===== config.mk =====
export PLATFORM = sky130hd
export DESIGN_NAME = button_gesture_encoder_events_core_flat
export DESIGN_NICKNAME = d
export VERILOG_FILES = /design/src/bge_pkg.sv /design/src/bge_if.sv /design/src/button_gesture_encoder_events_core.sv /design/src/bge_cfg_regs.sv /design/src/bge_event_core.sv /design/src/flat_wrapper.sv
export SDC_FILE = /design/constraint.sdc
export NUM_CORES = 1
export LEC_CHECK = 0
export BUFFER_PORTS_ARGS = -buffer_cell sky130_fd_sc_hd__buf_4
export CORE_MARGIN = 5
export CORE_UTILIZATION = 45
export CTS_BUF_LIST = sky130_fd_sc_hd__clkbuf_4 sky130_fd_sc_hd__clkbuf_8
export CTS_CLUSTER_SIZE = 40
export DETAILED_ROUTE_END_ITERATION = 10
export PLACE_DENSITY = 0.59
export SLEW_MARGIN = 20
export SYNTH_ARGS = -nofsm -noshare
export SYNTH_HDL_FRONTEND = slang
export SYNTH_HIERARCHICAL = 1
export SYNTH_SLANG_ARGS = --single-unit

===== constraint.sdc =====
create_clock -name clk -period 6.7 [get_ports clk]
set_input_delay 0.67 -clock clk [delete_from_list [all_inputs] [get_ports clk]]
set_output_delay 0.67 -clock clk [all_outputs]
set_load 0.05 [all_outputs]

===== src/bge_pkg.sv =====
// Shared types and constants for the button gesture and encoder event block.
`default_nettype none

package bge_pkg;

  localparam int unsigned TimeW = 32;
  localparam int unsigned CfgW  = 16;
  localparam int unsigned PosW  = 16;
  localparam int unsigned RegIdxW = 2;

  localparam logic [CfgW-1:0] MinPressReset    = 16'd50;
  localparam logic [CfgW-1:0] LongPressReset   = 16'd1000;
  localparam logic [CfgW-1:0] DoubleClickReset = 16'd400;

  typedef enum logic [RegIdxW-1:0] {
    REG_MIN_PRESS    = 2'd0,
    REG_LONG_PRESS   = 2'd1,
    REG_DOUBLE_CLICK = 2'd2
  } bge_reg_t;

  typedef struct packed {
    logic [CfgW-1:0] min_press_ms;
    logic [CfgW-1:0] long_press_ms;
    logic [CfgW-1:0] double_click_ms;
  } bge_cfg_t;

  typedef struct packed {
    logic                   button_level;
    logic [TimeW-1:0]       now_ms;
    logic                   encoder_changed;
    logic signed [PosW-1:0] encoder_position;
  } bge_poll_t;

  typedef struct packed {
    logic press_event;
    logic click_event;
    logic double_click_event;
    logic long_press_event;
    logic cw_event;
    logic ccw_event;
    logic held_cw_event;
    logic held_ccw_event;
    logic button_held;
  } bge_event_t;

endpackage

`default_nettype wire


===== src/bge_if.sv =====
// Handshake channel interfaces: poll items in, event items out, register writes.
`default_nettype none

interface bge_poll_if;
  logic                            valid;
  logic                            ready;
  logic                            button_level;
  logic [bge_pkg::TimeW-1:0]       now_ms;
  logic                            encoder_changed;
  logic signed [bge_pkg::PosW-1:0] encoder_position;

  modport source (output valid, output button_level, output now_ms,
                  output encoder_changed, output encoder_position, input ready);
  modport sink (input valid, input button_level, input now_ms,
                input encoder_changed, input encoder_position, output ready);
endinterface

interface bge_event_if;
  logic valid;
  logic ready;
  logic press_event;
  logic click_event;
  logic double_click_event;
  logic long_press_event;
  logic cw_event;
  logic ccw_event;
  logic held_cw_event;
  logic held_ccw_event;
  logic button_held;

  modport source (output valid, output press_event, output click_event,
                  output double_click_event, output long_press_event,
                  output cw_event, output ccw_event, output held_cw_event,
                  output held_ccw_event, output button_held, input ready);
  modport sink (input valid, input press_event, input click_event,
                input double_click_event, input long_press_event,
                input cw_event, input ccw_event, input held_cw_event,
                input held_ccw_event, input button_held, output ready);
endinterface

interface bge_cfg_if;
  logic                        valid;
  logic                        ready;
  logic [bge_pkg::RegIdxW-1:0] index;
  logic [bge_pkg::CfgW-1:0]    data;

  modport source (output valid, output index, output data, input ready);
  modport sink (input valid, input index, input data, output ready);
endinterface

`default_nettype wire


===== src/button_gesture_encoder_events_core.sv =====
// Top level of the button gesture and encoder event block.
//
// Usage: each item on the poll channel is one sample of the button level, a
// millisecond timestamp and an optional new encoder position. For every poll
// item exactly one event item leaves on the events channel, carrying press,
// click, double-click, long-press and encoder direction pulses plus the held
// state after that poll.
// An accepted item is captured in the input register, then the event logic
// feeds the output register, which presents the event item. Throughput is one
// item per cycle while the receiver is ready, set by the single pass of the
// event logic between those two registers.
// When the receiver stalls, the output register holds its item and the input
// register holds the next; poll ready drops only once both are full.
// The cfg channel writes the three timing registers and is always ready;
// index 3 is ignored. Writes are expected only while the block is idle.
// Reset (rst, synchronous) empties both registers, clears all gesture and
// encoder state and restores the timing registers to 50, 1000 and 400 ms.
`default_nettype none

module button_gesture_encoder_events_core (
  input wire logic     clk,
  input wire logic     rst,
  bge_poll_if.sink     poll,
  bge_event_if.source  events,
  bge_cfg_if.sink      cfg
);
  import bge_pkg::*;

  bge_cfg_t   regs;
  bge_poll_t  poll_q;
  bge_event_t result;
  bge_event_t result_q;
  logic       poll_valid;
  logic       out_valid;
  logic       advance;

  assign advance    = poll_valid && (!out_valid || events.ready);
  assign poll.ready = !poll_valid || advance;

  always_ff @(posedge clk) begin
    if (rst) begin
      poll_valid <= 1'b0;
    end else if (poll.ready) begin
      poll_valid <= poll.valid;
    end
  end

  always_ff @(posedge clk) begin
    if (poll.valid && poll.ready) begin
      poll_q.button_level     <= poll.button_level;
      poll_q.now_ms           <= poll.now_ms;
      poll_q.encoder_changed  <= poll.encoder_changed;
      poll_q.encoder_position <= poll.encoder_position;
    end
  end

  bge_cfg_regs u_cfg_regs (
    .clk  (clk),
    .rst  (rst),
    .cfg  (cfg),
    .regs (regs)
  );

  bge_event_core u_event_core (
    .clk     (clk),
    .rst     (rst),
    .advance (advance),
    .poll    (poll_q),
    .regs    (regs),
    .result  (result)
  );

  always_ff @(posedge clk) begin
    if (rst) begin
      out_valid <= 1'b0;
    end else if (advance) begin
      out_valid <= 1'b1;
    end else if (events.ready) begin
      out_valid <= 1'b0;
    end
  end

  always_ff @(posedge clk) begin
    if (advance) begin
      result_q <= result;
    end
  end

  assign events.valid              = out_valid;
  assign events.press_event        = result_q.press_event;
  assign events.click_event        = result_q.click_event;
  assign events.double_click_event = result_q.double_click_event;
  assign events.long_press_event   = result_q.long_press_event;
  assign events.cw_event           = result_q.cw_event;
  assign events.ccw_event          = result_q.ccw_event;
  assign events.held_cw_event      = result_q.held_cw_event;
  assign events.held_ccw_event     = result_q.held_ccw_event;
  assign events.button_held        = result_q.button_held;

endmodule

`default_nettype wire


===== src/bge_cfg_regs.sv =====
// Configuration register file for the press, long-press and double-click times.
`default_nettype none

module bge_cfg_regs (
  input  wire logic        clk,
  input  wire logic        rst,
  bge_cfg_if.sink          cfg,
  output bge_pkg::bge_cfg_t regs
);
  import bge_pkg::*;

  assign cfg.ready = 1'b1;

  always_ff @(posedge clk) begin
    if (rst) begin
      regs.min_press_ms    <= MinPressReset;
      regs.long_press_ms   <= LongPressReset;
      regs.double_click_ms <= DoubleClickReset;
    end else if (cfg.valid) begin
      unique case (bge_reg_t'(cfg.index))
        REG_MIN_PRESS:    regs.min_press_ms    <= cfg.data;
        REG_LONG_PRESS:   regs.long_press_ms   <= cfg.data;
        REG_DOUBLE_CLICK: regs.double_click_ms <= cfg.data;
        default: ;
      endcase
    end
  end

endmodule

`default_nettype wire


===== src/bge_event_core.sv =====
// Gesture and encoder state with the event logic for one registered poll item.
`default_nettype none

module bge_event_core (
  input  wire logic                clk,
  input  wire logic                rst,
  input  wire logic                advance,
  input  wire bge_pkg::bge_poll_t  poll,
  input  wire bge_pkg::bge_cfg_t   regs,
  output bge_pkg::bge_event_t      result
);
  import bge_pkg::*;

  // The held flag always equals the previous button level, so one register serves both.
  logic                   held_flag;
  logic                   long_seen;
  logic [TimeW-1:0]       press_stamp;
  logic [TimeW-1:0]       click_stamp;
  logic signed [PosW-1:0] prior_position;

  logic                   held_flag_next;
  logic                   long_seen_next;
  logic [TimeW-1:0]       held_time;
  logic [TimeW-1:0]       gap;
  logic [TimeW-1:0]       min_ext;
  logic [TimeW-1:0]       long_ext;
  logic [TimeW-1:0]       dbl_ext;
  logic                   rise;
  logic                   fall;
  logic                   click_ok;
  logic                   long_hit;
  logic                   moved_up;
  logic                   moved_down;

  always_comb begin
    min_ext   = {{(TimeW-CfgW){1'b0}}, regs.min_press_ms};
    long_ext  = {{(TimeW-CfgW){1'b0}}, regs.long_press_ms};
    dbl_ext   = {{(TimeW-CfgW){1'b0}}, regs.double_click_ms};
    held_time = poll.now_ms - press_stamp;
    gap       = poll.now_ms - click_stamp;
    rise      = poll.button_level && !held_flag;
    fall      = !poll.button_level && held_flag;
    click_ok  = fall && !long_seen && (held_time >= min_ext) && (held_time < long_ext);
    long_hit  = poll.button_level && held_flag && !long_seen && (held_time >= long_ext);

    held_flag_next = poll.button_level;
    long_seen_next = (rise || fall) ? 1'b0 : (long_seen || long_hit);

    moved_up   = poll.encoder_changed && (poll.encoder_position > prior_position);
    moved_down = poll.encoder_changed && (poll.encoder_position < prior_position);

    result.press_event        = rise;
    result.click_event        = click_ok && (gap > dbl_ext);
    result.double_click_event = click_ok && (gap <= dbl_ext);
    result.long_press_event   = long_hit;
    result.cw_event           = moved_up && !held_flag_next;
    result.ccw_event          = moved_down && !held_flag_next;
    result.held_cw_event      = moved_up && held_flag_next;
    result.held_ccw_event     = moved_down && held_flag_next;
    result.button_held        = held_flag_next;
  end

  always_ff @(posedge clk) begin
    if (rst) begin
      held_flag      <= 1'b0;
      long_seen      <= 1'b0;
      press_stamp    <= '0;
      click_stamp    <= '0;
      prior_position <= '0;
    end else if (advance) begin
      held_flag <= held_flag_next;
      long_seen <= long_seen_next;
      if (rise) begin
        press_stamp <= poll.now_ms;
      end
      if (click_ok) begin
        click_stamp <= poll.now_ms;
      end
      if (poll.encoder_changed) begin
        prior_position <= poll.encoder_position;
      end
    end
  end

endmodule

`default_nettype wire


===== src/flat_wrapper.sv =====
// flat-port wrapper written by rule: the top's interface ports become plain ports
module button_gesture_encoder_events_core_flat import bge_pkg::*;
  (clk, rst, poll_valid, poll_button_level, poll_now_ms, poll_encoder_changed, poll_encoder_position, poll_ready, events_valid, events_press_event, events_click_event, events_double_click_event, events_long_press_event, events_cw_event, events_ccw_event, events_held_cw_event, events_held_ccw_event, events_button_held, events_ready, cfg_valid, cfg_index, cfg_data, cfg_ready);
  bge_poll_if poll_i ();
  bge_event_if events_i ();
  bge_cfg_if cfg_i ();
  input wire logic clk;
  input wire logic rst;
  input wire logic [$bits(poll_i.valid)-1:0] poll_valid;
  input wire logic [$bits(poll_i.button_level)-1:0] poll_button_level;
  input wire logic [$bits(poll_i.now_ms)-1:0] poll_now_ms;
  input wire logic [$bits(poll_i.encoder_changed)-1:0] poll_encoder_changed;
  input wire logic [$bits(poll_i.encoder_position)-1:0] poll_encoder_position;
  output wire logic [$bits(poll_i.ready)-1:0] poll_ready;
  output wire logic [$bits(events_i.valid)-1:0] events_valid;
  output wire logic [$bits(events_i.press_event)-1:0] events_press_event;
  output wire logic [$bits(events_i.click_event)-1:0] events_click_event;
  output wire logic [$bits(events_i.double_click_event)-1:0] events_double_click_event;
  output wire logic [$bits(events_i.long_press_event)-1:0] events_long_press_event;
  output wire logic [$bits(events_i.cw_event)-1:0] events_cw_event;
  output wire logic [$bits(events_i.ccw_event)-1:0] events_ccw_event;
  output wire logic [$bits(events_i.held_cw_event)-1:0] events_held_cw_event;
  output wire logic [$bits(events_i.held_ccw_event)-1:0] events_held_ccw_event;
  output wire logic [$bits(events_i.button_held)-1:0] events_button_held;
  input wire logic [$bits(events_i.ready)-1:0] events_ready;
  input wire logic [$bits(cfg_i.valid)-1:0] cfg_valid;
  input wire logic [$bits(cfg_i.index)-1:0] cfg_index;
  input wire logic [$bits(cfg_i.data)-1:0] cfg_data;
  output wire logic [$bits(cfg_i.ready)-1:0] cfg_ready;
  assign poll_i.valid = poll_valid;
  assign poll_i.button_level = poll_button_level;
  assign poll_i.now_ms = poll_now_ms;
  assign poll_i.encoder_changed = poll_encoder_changed;
  assign poll_i.encoder_position = poll_encoder_position;
  assign poll_ready = poll_i.ready;
  assign events_valid = events_i.valid;
  assign events_press_event = events_i.press_event;
  assign events_click_event = events_i.click_event;
  assign events_double_click_event = events_i.double_click_event;
  assign events_long_press_event = events_i.long_press_event;
  assign events_cw_event = events_i.cw_event;
  assign events_ccw_event = events_i.ccw_event;
  assign events_held_cw_event = events_i.held_cw_event;
  assign events_held_ccw_event = events_i.held_ccw_event;
  assign events_button_held = events_i.button_held;
  assign events_i.ready = events_ready;
  assign cfg_i.valid = cfg_valid;
  assign cfg_i.index = cfg_index;
  assign cfg_i.data = cfg_data;
  assign cfg_ready = cfg_i.ready;
  button_gesture_encoder_events_core u_core (.clk(clk), .rst(rst), .poll(poll_i), .events(events_i), .cfg(cfg_i));
endmodule

==> impl_metrics.csv, run 1 <==
group,metric,value,unit
cells_and_area,layout-drive-gt1-share,9.46,%
global_route,grt_overflow_total,0,
routing,drt_iter0_drc,542,
clock_network,insertion_delay,0.50,ns
sta,tightest_slew,1.04,ns
yosys,yosys.area_share.adder,13.1,%
cells_and_area,final_area,13900,sq um
sta,period_needed,5.68,ns
yosys,yosysUniqueCellTypes,78,
placement,io_buffers,83,
cells_and_area,areaGrowthSynthToFinish,10.2,%
sta,finalCritPeriodShare,84.7,%
sta,hold_viol,0,
critical_path,cp.required,7.13,ns
routing,wl_per_cell,16.2,um
sta,clock_skew,0.0246,ns
floorplan,io_pins,85,
global_route,grt_pass1_vias,9673,
critical_path,critPathKind,"register to register",
yosys,synth-edff-count,59,
clock_network,cts.sinks,191,
floorplan,die_w,177,um
sta,fin_setup_tns,0,ns
yosys,synth_seq_cells,191,
yosys,synth_top_family_by_area,"simple AND/OR/NAND/NOR gates",
clock_network,post-cts-setup-buffers,0,
cells_and_area,finalNonFillerCells,1879,
routing,postRouteAntennaNets,0,
yosys,avgSynthCellArea,8.75,sq um
critical_path,rr_startpoint,"u_core/poll_q[21]$_DFFE_PP_",
worst_hold_path,hold_start,"poll_now_ms[26]",
critical_path,crit_arrival,6.11,ns
global_route,grt_pass1_wl,49.7,mm
clock_network,cts_root_buffer,"clkbuf_8",
sta,fin_hold_ws,0.336,ns
clock_network,tritoncts,"done",
yosys,synth_simple_gate_area_share,19.2,%
sta,slew_headroom,30.7,%
sta,finalSetupViolCount,0,
yosys,synthMuxAreaShare,7.29,%
global_route,antenna_found_initial,0,
routing,vias_per_cell,5.27,
worst_hold_path,hold_path_end,"u_core/poll_q[43]$_DFFE_PP_",
routing,drcViolationCount,0,
yosys,synth_flop_cell,"dfxtp_1",
yosys,syn_nets,1643,
clock_network,h-tree-depth,4,
routing,wl,30.4,mm
pwr,peakVddDrop,169,uV
cells_and_area,diodes,0,
placement,dpl.hpwl,23.2,mm
clock_network,path_clk_slew,0.12,ns
floorplan,dieArea,31400,sq um
cells_and_area,layout.nets,1692,
global_route,grt_max_degree,111,
yosys,synth-compound-area-share,15.8,%
flow_run,max_cap_viol_count,0,
yosys,synth_cells,1439,
clock_network,cts_buffers,17,
outcome,status,"complete, no violations",
critical_path,r2r_cells,20,
placement,dpl_cell_area,13500,sq um
sta,fmax,176,MHz
pwr,p_per_area,192,nW/um^2
yosys,synth_seq_area_share,35.1,%
yosys,yosys_warnings,6,
floorplan,core-area,27700,sq um
global_route,grt.total_usage,19.7,%
placement,dp_cells,1847,
critical_path,cp_max_fo,32,
yosys,synthArstFlopShare,0,%
floorplan,die-height,177,um
floorplan,start_util,45.4,%
pwr,leakage,0.00545,uW
sta,maxSlewViolCount,0,
critical_path,cp-start-kind,"register",
critical_path,r2r_setup_slack,1.02,ns
worst_hold_path,whs_path_depth,1,
routing,num_vias,9911,
pwr,finalPower,2660,uW
sta,grt_setup_unrepaired,"false",
routing,first_pass_iters,5,
clock_network,cts_max_path_buffers,2,
floorplan,rows,61,
yosys,synthXorXnorAreaFrac,3.06,%
critical_path,r2r-end,"u_core/u_event_core/click_stamp[7]$_SDFFE_PP0P_",
worst_hold_path,hold_path_class,"input port to register",
critical_path,worstSetupEndpointType,"register",
clock_network,ctsHoldBuffers,0,
yosys,syn_area,12600,sq um
clock_network,post_cts_resized,0,
placement,routabilityCongestion,0.868,
[state kept, by name, summed over array words and instances, names as in the netlist, 16 cells and up]
| signal | flops |
|---|---|
| u_core/u_event_core/press_stamp | 32 |
| u_core/u_event_core/click_stamp | 32 |
| u_core/u_event_core/prior_position | 16 |
| u_core/u_cfg_regs/regs | 48 |
| u_core/poll_q | 50 |
[routing by layer]
metal	vias to the layer above	global-route usage [%]	routed length (um)
met5	-	0	0
met4	0	4.74	418
met3	23	3.95	1560
met2	208	30.5	13200
met1	4592	28.3	15200
li1	5088	-	-
[layout by cell type, fill, tap and decap left out, types with 32 or more instances in the layout]
cell	instances
ha_1	129
nand2_1	143
dfxtp_1	132
a21o_1	35
nor2_1	83
o21ai_0	37
nand2b_1	129
buf_4	87
xnor2_1	32
mux2i_1	86
a21oi_1	123
inv_1	145
edfxtp_1	59
[kinds of logic after synthesis]
family / Yosys count
simple gates: 468
mux: 91
other cells: 1
xor+xnor: 44
flops: 191
fa+ha+maj: 131
buf+inv: 202
compound gates: 311
[power by group]
| part | switching [uW] | internal [uW] | leakage [uW] | total [uW] |
|---|---|---|---|---|
| logic | 343 | 255 | 0.00360 | 598 |
| clock network | 494 | 297 | 0.000207 | 791 |
| registers | 35.7 | 1240 | 0.00165 | 1270 |
[critical path: stages (launching register included)]
cell and delay, ns:
edfxtp_1 0.47, ha_1 0.40, a21o_1 0.22, a31o_1 0.23, o211a_1 0.27, nor3_1 0.26
nor2_1 0.12, o21ai_0 0.18, nand2b_1 0.08, a21oi_1 0.17, xnor2_1 0.12, ha_1 0.22
nor3_1 0.19, a22oi_1 0.11, a2111oi_0 0.37, o2111ai_1 0.17, or4_1 0.44, or4_4 0.52
nor4_4 0.26, buf_4 0.54, mux2i_1 0.25
[worst max-delay path by stage]
stage,start,to,depth (start not counted)
3_3_place_gp,u_core/poll_q[21]$_DFFE_PP_,u_core/u_event_core/click_stamp[0]$_SDFFE_PP0P_,20
5_1_grt,u_core/poll_q[21]$_DFFE_PP_,u_core/events.long_press_event$_DFFE_PP_,19
4_1_cts,u_core/poll_q[21]$_DFFE_PP_,u_core/u_event_core/click_stamp[7]$_SDFFE_PP0P_,20
6_report,u_core/poll_q[21]$_DFFE_PP_,u_core/u_event_core/click_stamp[7]$_SDFFE_PP0P_,20
3_5_place_dp,u_core/poll_q[21]$_DFFE_PP_,u_core/u_event_core/click_stamp[0]$_SDFFE_PP0P_,20
2_1_floorplan,u_core/poll_q[21]$_DFFE_PP_,u_core/events.long_press_event$_DFFE_PP_,20
[metrics by stage]
stage	setup slack (ns)	util (%)
6_report	1.02	50.0
5_1_grt	0.738	50.0
4_1_cts	1.10	50.0
3_5_place_dp	1.17	48.5
3_3_place_gp	1.28	48.5
2_1_floorplan	1.78	-
[cell type report]
class	instances	area (sq um)
clock buffers	18	248
clock inverters	14	160
fillers	2636	13800
inverters	145	544
multi-input cells	1046	7370
flip-flops and latches	191	4410
well taps	378	473
repair buffers	87	653
[synth_stat cells (6+ instances only)]
library cell	instances	share of area, %
buf_4	6	0.36
o31ai_1	9	0.54
nor3_1	13	0.52
buf_2	6	0.24
a21oi_1	123	4.9
a21o_1	35	2.1
dfxtp_1	132	21
xor2_1	12	0.84
a21boi_0	7	0.42
nand3_1	10	0.40
nand2b_1	129	6.4
edfxtp_1	59	14
nor2_1	83	2.5
clkbuf_1	42	1.3
and2_1	7	0.35
nand4_1	27	1.3
mux2i_1	86	6.8
ha_1	129	13
o21a_1	16	0.95
nand2_1	143	4.3
nor2b_1	11	0.55
o21ai_0	37	1.5
a31oi_1	8	0.40
a2111oi_0	7	0.49
xnor2_1	32	2.2
inv_1	145	4.3
a211oi_1	10	0.60
o21bai_1	8	0.48
Note: power is estimated with default switching activity, not from simulation.
==> inputs of run 2 (changes only) <==
==> constraint.sdc (replaced) <==
create_clock -name clk -period 5.6 [get_ports clk]
set_input_delay 0.56 -clock clk [delete_from_list [all_inputs] [get_ports clk]]
set_output_delay 0.56 -clock clk [all_outputs]
set_load 0.05 [all_outputs]
==> run 2 against run 1 <==
Core utilization up 0.51 points. Count of clock-buffer cells in the layout down 1. Total power up 21%. Cell area grew 1.0%. Maximum frequency grew 7.0%. Setup slack worse by 0.73 ns. Sequential share of layout area down 0.32 points. Clock skew is 0.0038 ns lower. Final cell count increased by 0.43%. Die area unchanged. Critical path type unchanged. Critical endpoint is now u_core/u_event_core/click_stamp[22]$_SDFFE_PP0P_. Largest power group unchanged.
==> impl_metrics.csv, run 2 (synthesis results as in run 1) <==
group,metric,value,unit
routing,wl_per_cell,16.5,um
floorplan,rows,61,
cells_and_area,nFillCells,2658,
cells_and_area,layout_commonest_cell,"inv_1",
placement,routabilityCongestion,0.933,
global_route,grt_pass1_wl,49.4,mm
sta,maxSlewViolCount,0,
global_route,grt_overflow_total,0,
cells_and_area,diodes,0,
sta,fmax,189,MHz
clock_network,cts_buffers,17,
cells_and_area,reg.largest.list,"u_core/poll_q x50, u_core/u_cfg_regs/regs x48",
clock_network,cts_root_buffer,"clkbuf_8",
sta,slew_headroom,27.5,%
pwr,peakVddDrop,137,uV
clock_network,cts.sinks,191,
sta,finalSetupViolCount,0,
floorplan,start_util,45.4,%
routing,drcViolationCount,0,
critical_path,worstSetupEndpointType,"register",
clock_network,h-tree-depth,4,
critical_path,cp_max_fo,16,
cells_and_area,final_cell_mix,"145 x inv_1, 143 x nand2_1, 132 x dfxtp_1, 129 x nand2b_1, 128 x ha_1",
cells_and_area,layout-drive-gt1-share,10.3,%
flow_run,max_cap_viol_count,0,
global_route,grt_max_degree,75,
floorplan,io_pins,85,
outcome,status,"complete, no violations",
pwr,leakage,0.00550,uW
routing,num_vias,10100,
global_route,antenna_found_initial,0,
sta,clock_skew,0.0208,ns
floorplan,die-height,177,um
routing,vias_per_cell,5.33,
floorplan,dieArea,31400,sq um
clock_network,insertion_delay,0.49,ns
placement,io_buffers,83,
floorplan,die_w,177,um
cells_and_area,utilization,50.6,%
clock_network,cts_max_path_buffers,2,
placement,dpl.hpwl,23.4,mm
clock_network,tritoncts,"done",
sta,period_needed,5.30,ns
worst_hold_path,hold_path_class,"input port to register",
cells_and_area,largest_reg_flops,50,
cells_and_area,final_area,14000,sq um
critical_path,crit_arrival,5.72,ns
cells_and_area,layout.nets,1700,
cells_and_area,largest-register,"u_core/poll_q",
global_route,grt.total_usage,19.6,%
sta,hold_viol,0,
global_route,grt_pass1_vias,9631,
critical_path,cp.required,6.01,ns
critical_path,cp-start-kind,"register",
clock_network,path_clk_slew,0.13,ns
pwr,p_per_area,230,nW/um^2
routing,postRouteAntennaNets,0,
sta,fin_hold_ws,0.235,ns
routing,wl,31.1,mm
cells_and_area,areaGrowthSynthToFinish,11.3,%
routing,drt_iter0_drc,575,
placement,dpl_cell_area,13500,sq um
routing,first_pass_iters,5,
sta,tightest_slew,1.08,ns
sta,finalCritPeriodShare,94.7,%
critical_path,critPathKind,"register to register",
floorplan,core-area,27700,sq um
run 2: per-layer routing:
| layer | track usage [%] | share of wire, % | vias up |
|---|---|---|---|
| li1 | - | - | 5095 |
| met1 | 28.4 | 49 | 4673 |
| met2 | 29.9 | 43 | 244 |
| met3 | 3.25 | 5.3 | 48 |
| met4 | 6.13 | 2.4 | 0 |
| met5 | 0 | 0 | - |
run 2: report_power, final:
part / internal, uW / switching [uW]
sequential: 1480 / 41.6
clock: 346 / 624
combinational: 311 / 419
total: 2140 / 1090
run 2: final timing paths:
kind | startpoint | end | slack (ns) | cells past startpoint
setup / recovery | u_core/poll_q[17]$_DFFE_PP_ | u_core/u_event_core/click_stamp[22]$_SDFFE_PP0P_ | 0.30 | 18
hold / removal | poll_encoder_position[11] | u_core/poll_q[11]$_DFFE_PP_ | 0.23 | 1
setup reg to reg | u_core/poll_q[17]$_DFFE_PP_ | u_core/u_event_core/click_stamp[22]$_SDFFE_PP0P_ | 0.30 | 18
hold reg to reg | u_core/u_event_core/press_stamp[8]$_SDFFE_PP0P_ | u_core/u_event_core/press_stamp[8]$_SDFFE_PP0P_ | 0.46 | 2
run 2: stage by stage:
stage	worst slack (ns)	power [uW]	instances	setup TNS (ns)
6_report	0.297	3220	1887	0
4_1_cts	0.0917	3240	1884	0
3_5_place_dp	0.121	2270	1852	0
2_1_floorplan	0.676	2060	1439	0
3_3_place_gp	0.245	2260	1852	0
5_1_grt	-0.00607	3400	1887	-0.00607
run 2: cell type report:
| class | instances | area, sq um | share of cell area [%] |
|---|---|---|---|
| multi-input cells | 1046 | 7410 | 52.9 |
| flip-flops and latches | 191 | 4410 | 31.5 |
| repair buffers | 95 | 734 | 5.24 |
| inverters | 145 | 544 | 3.89 |
| well taps | 378 | 473 | 3.38 |
| clock buffers | 17 | 234 | 1.67 |
| clock inverters | 15 | 195 | 1.39 |
run 2: timing repair:
action                                  in CTS  in global routing
endpoints found under the setup margin       0                 36
setup buffers                                0                  2
resized for setup                            0                  9
hold buffers                                 0                  0
run 2: worst max-delay path, stage by stage, from the launching register on:
cell,delay (ns)
edfxtp_1,0.43
inv_1,0.10
ha_1,0.19
fa_1,0.21
and2b_1,0.20
o2111ai_1,0.35
a21oi_2,0.15
a211oi_1,0.49
xnor2_1,0.23
ha_1,0.31
a21oi_1,0.16
a21boi_0,0.15
a2111oi_1,0.33
o2111ai_1,0.15
or4_1,0.44
or4_4,0.53
nor4_4,0.29
buf_6,0.32
mux2i_1,0.22
==> inputs of run 3 (changes only) <==
--- a/config.mk
+++ b/config.mk
@@ -11,7 +11,6 @@
 export CTS_BUF_LIST = sky130_fd_sc_hd__clkbuf_4 sky130_fd_sc_hd__clkbuf_8
 export CTS_CLUSTER_SIZE = 40
 export DETAILED_ROUTE_END_ITERATION = 10
-export PLACE_DENSITY = 0.59
 export SLEW_MARGIN = 20
 export SYNTH_ARGS = -nofsm -noshare
 export SYNTH_HDL_FRONTEND = slang
==> run 3 against run 2 <==
Die area stayed put. Final cell count is 0.16% higher. Non-clock buffer count is 3 higher. Routed wire length is 2.6% higher. Combinational power is 2% higher. Cell area is 0.29% higher. Highest routed layer unchanged. Total power hardly changed. Clock power is 1% lower. Critical path depth is 3 higher. Sequential share of layout area is 0.090 points lower.
==> impl_metrics.csv, run 3 (synthesis results as in run 1) <==
group,metric,value,unit
cells_and_area,layout_commonest_cell,"inv_1",
global_route,grt_overflow_total,0,
cells_and_area,largest-register,"u_core/poll_q",
cells_and_area,reg.largest.list,"u_core/poll_q x50, u_core/u_cfg_regs/regs x48",
placement,io_buffers,83,
critical_path,critPathKind,"register to register",
global_route,antenna_found_initial,0,
clock_network,cts.sinks,191,
critical_path,cp-start-kind,"register",
global_route,grt.total_usage,20.1,%
routing,wl,32.0,mm
floorplan,start_util,45.4,%
cells_and_area,layout-drive-gt1-share,10.4,%
floorplan,dieArea,31400,sq um
sta,tightest_slew,1.08,ns
cells_and_area,largest_reg_flops,50,
critical_path,rr_startpoint,"u_core/poll_q[21]$_DFFE_PP_",
worst_hold_path,hold_path_class,"input port to register",
pwr,p_clk_share,29.8,%
pwr,finalPower,3220,uW
worst_hold_path,whs_path_depth,1,
global_route,grt_max_degree,103,
critical_path,worstSetupEndpointType,"register",
pwr,leakage,0.00553,uW
critical_path,cp_slowest_stage_delay,0.51,ns
critical_path,cp_max_fo,16,
critical_path,cp.required,6.01,ns
cells_and_area,final_cell_mix,"145 x inv_1, 143 x nand2_1, 132 x dfxtp_1, 129 x nand2b_1, 128 x ha_1",
cells_and_area,regArea,4410,sq um
critical_path,crit_arrival,5.64,ns
routing,wl_per_cell,16.9,um
critical_path,r2r_cells,21,
placement,routabilityCongestion,0.939,
floorplan,io_pins,85,
pwr,power.switching,1080,uW
pwr,p_per_area,229,nW/um^2
pwr,seqPwrFrac,47.2,%
clock_network,path_clk_slew,0.13,ns
clock_network,cts_buffers,17,
sta,finalSetupViolCount,0,
cells_and_area,multi_input_area,7410,sq um
clock_network,insertion_delay,0.48,ns
routing,first_pass_iters,5,
routing,drt_iter0_drc,741,
routing,vias_per_cell,5.31,
routing,postRouteAntennaNets,0,
clock_network,ctsHoldBuffers,0,
sta,slew_headroom,28.0,%
pwr,combPwrFrac,23.0,%
cells_and_area,nFillCells,2662,
floorplan,die-height,177,um
clock_network,h-tree-depth,4,
pwr,swShare,33.5,%
global_route,grt_pass1_vias,9648,
outcome,status,"complete, no violations",
global_route,grt_pass1_wl,50.6,mm
cells_and_area,diodes,0,
flow_run,max_cap_viol_count,0,
clock_network,cts_root_buffer,"clkbuf_8",
routing,drcViolationCount,0,
routing,num_vias,10000,
sta,fin_hold_ws,0.245,ns
sta,grt_setup_unrepaired,"false",
floorplan,rows,61,
placement,dpl.hpwl,23.8,mm
pwr,peakVddDrop,154,uV
sta,fmax,191,MHz
cells_and_area,utilization,50.7,%
worst_hold_path,hold_start,"poll_now_ms[23]",
cells_and_area,layout.nets,1703,
critical_path,cp_cell_sequence,"ha_2 -> a21o_1 -> a31o_1 -> o211a_1 -> nor3_4 -> nor2_1 -> o21ai_0 -> nand2b_1 -> a21oi_1 -> xnor2_1 -> ha_1 -> nor3_1 -> a22oi_1 -> a2111oi_1 -> o2111ai_1 -> or4_1 -> or4_4 -> nor4_4 -> buf_4 -> buf_8 -> mux2i_1",
critical_path,slowest_stage,"or4_4",
floorplan,core-area,27700,sq um
sta,hold_viol,0,
sta,maxSlewViolCount,0,
floorplan,die_w,177,um
clock_network,tritoncts,"done",
pwr,p_int,2140,uW
sta,clock_skew,0.0265,ns
sta,finalCritPeriodShare,93.5,%
sta,fin_setup_tns,0,ns
critical_path,startpoint,"u_core/poll_q[21]$_DFFE_PP_",
cells_and_area,areaGrowthSynthToFinish,11.6,%
sta,period_needed,5.24,ns
clock_network,cts_max_path_buffers,2,
-- run 3: critical path, delay by kind of cell, from the launching register on --
kind | cells | cell delay (ns)
compound gates | 8 | 1.72
xor+xnor | 1 | 0.11
fa+ha+maj | 2 | 0.57
buf+inv | 2 | 0.39
flops | 1 | 0.47
mux | 1 | 0.21
simple gates | 7 | 1.66
-- run 3: final cells by class --
cell class / count / area share [%]
Inverter: 145 / 3.87
Timing Repair Buffer: 98 / 5.53
Tap cell: 378 / 3.37
Clock inverter: 15 / 1.36
Multi-Input combinational cell: 1046 / 52.8
Sequential cell: 191 / 31.4
Clock buffer: 17 / 1.67
-- run 3: power by group through the flow --
| stage | registers [uW] | logic (uW) | clock network [uW] |
|---|---|---|---|
| finish | 1520 | 741 | 960 |
| floorplan | 1550 | 511 | 0 |
| CTS | 1520 | 731 | 991 |
| global placement | 1550 | 718 | 0 |
| global route | 1530 | 828 | 1050 |
| detailed placement | 1550 | 726 | 0 |
-- run 3: metal layers --
layer | global-route usage, % | up-vias | share of wire (%)
li1 | - | 5113 | -
met1 | 30.1 | 4675 | 51
met2 | 29.8 | 226 | 42
met3 | 3.14 | 25 | 5.1
met4 | 5.61 | 0 | 1.7
met5 | 0 | - | 0
-- run 3: final timing paths --
path                                                 endpoint  slack, ns
max reg2reg  u_core/u_event_core/click_stamp[19]$_SDFFE_PP0P_       0.36
min reg2reg  u_core/u_event_core/press_stamp[29]$_SDFFE_PP0P_       0.46
min                               u_core/poll_q[40]$_DFFE_PP_       0.24
max          u_core/u_event_core/click_stamp[19]$_SDFFE_PP0P_       0.36
-- run 3: repair_timing --
item                       in CTS  in global routing
pin swaps                       0                  3
cloned                          0                  2
buffers inserted                0                  3
gates resized for setup         1                 11
setup endpoints to repair       1                 36
-- run 3: metrics by stage --
step                worst slack (ns)  instances  area (sq um)
floorplan                      0.676       1439         12600
global placement               0.110       1853         13500
detailed placement            0.0973       1853         13500
CTS                           0.0257       1885         14000
global route                  0.0279       1890         14000
finish                         0.365       1890         14000
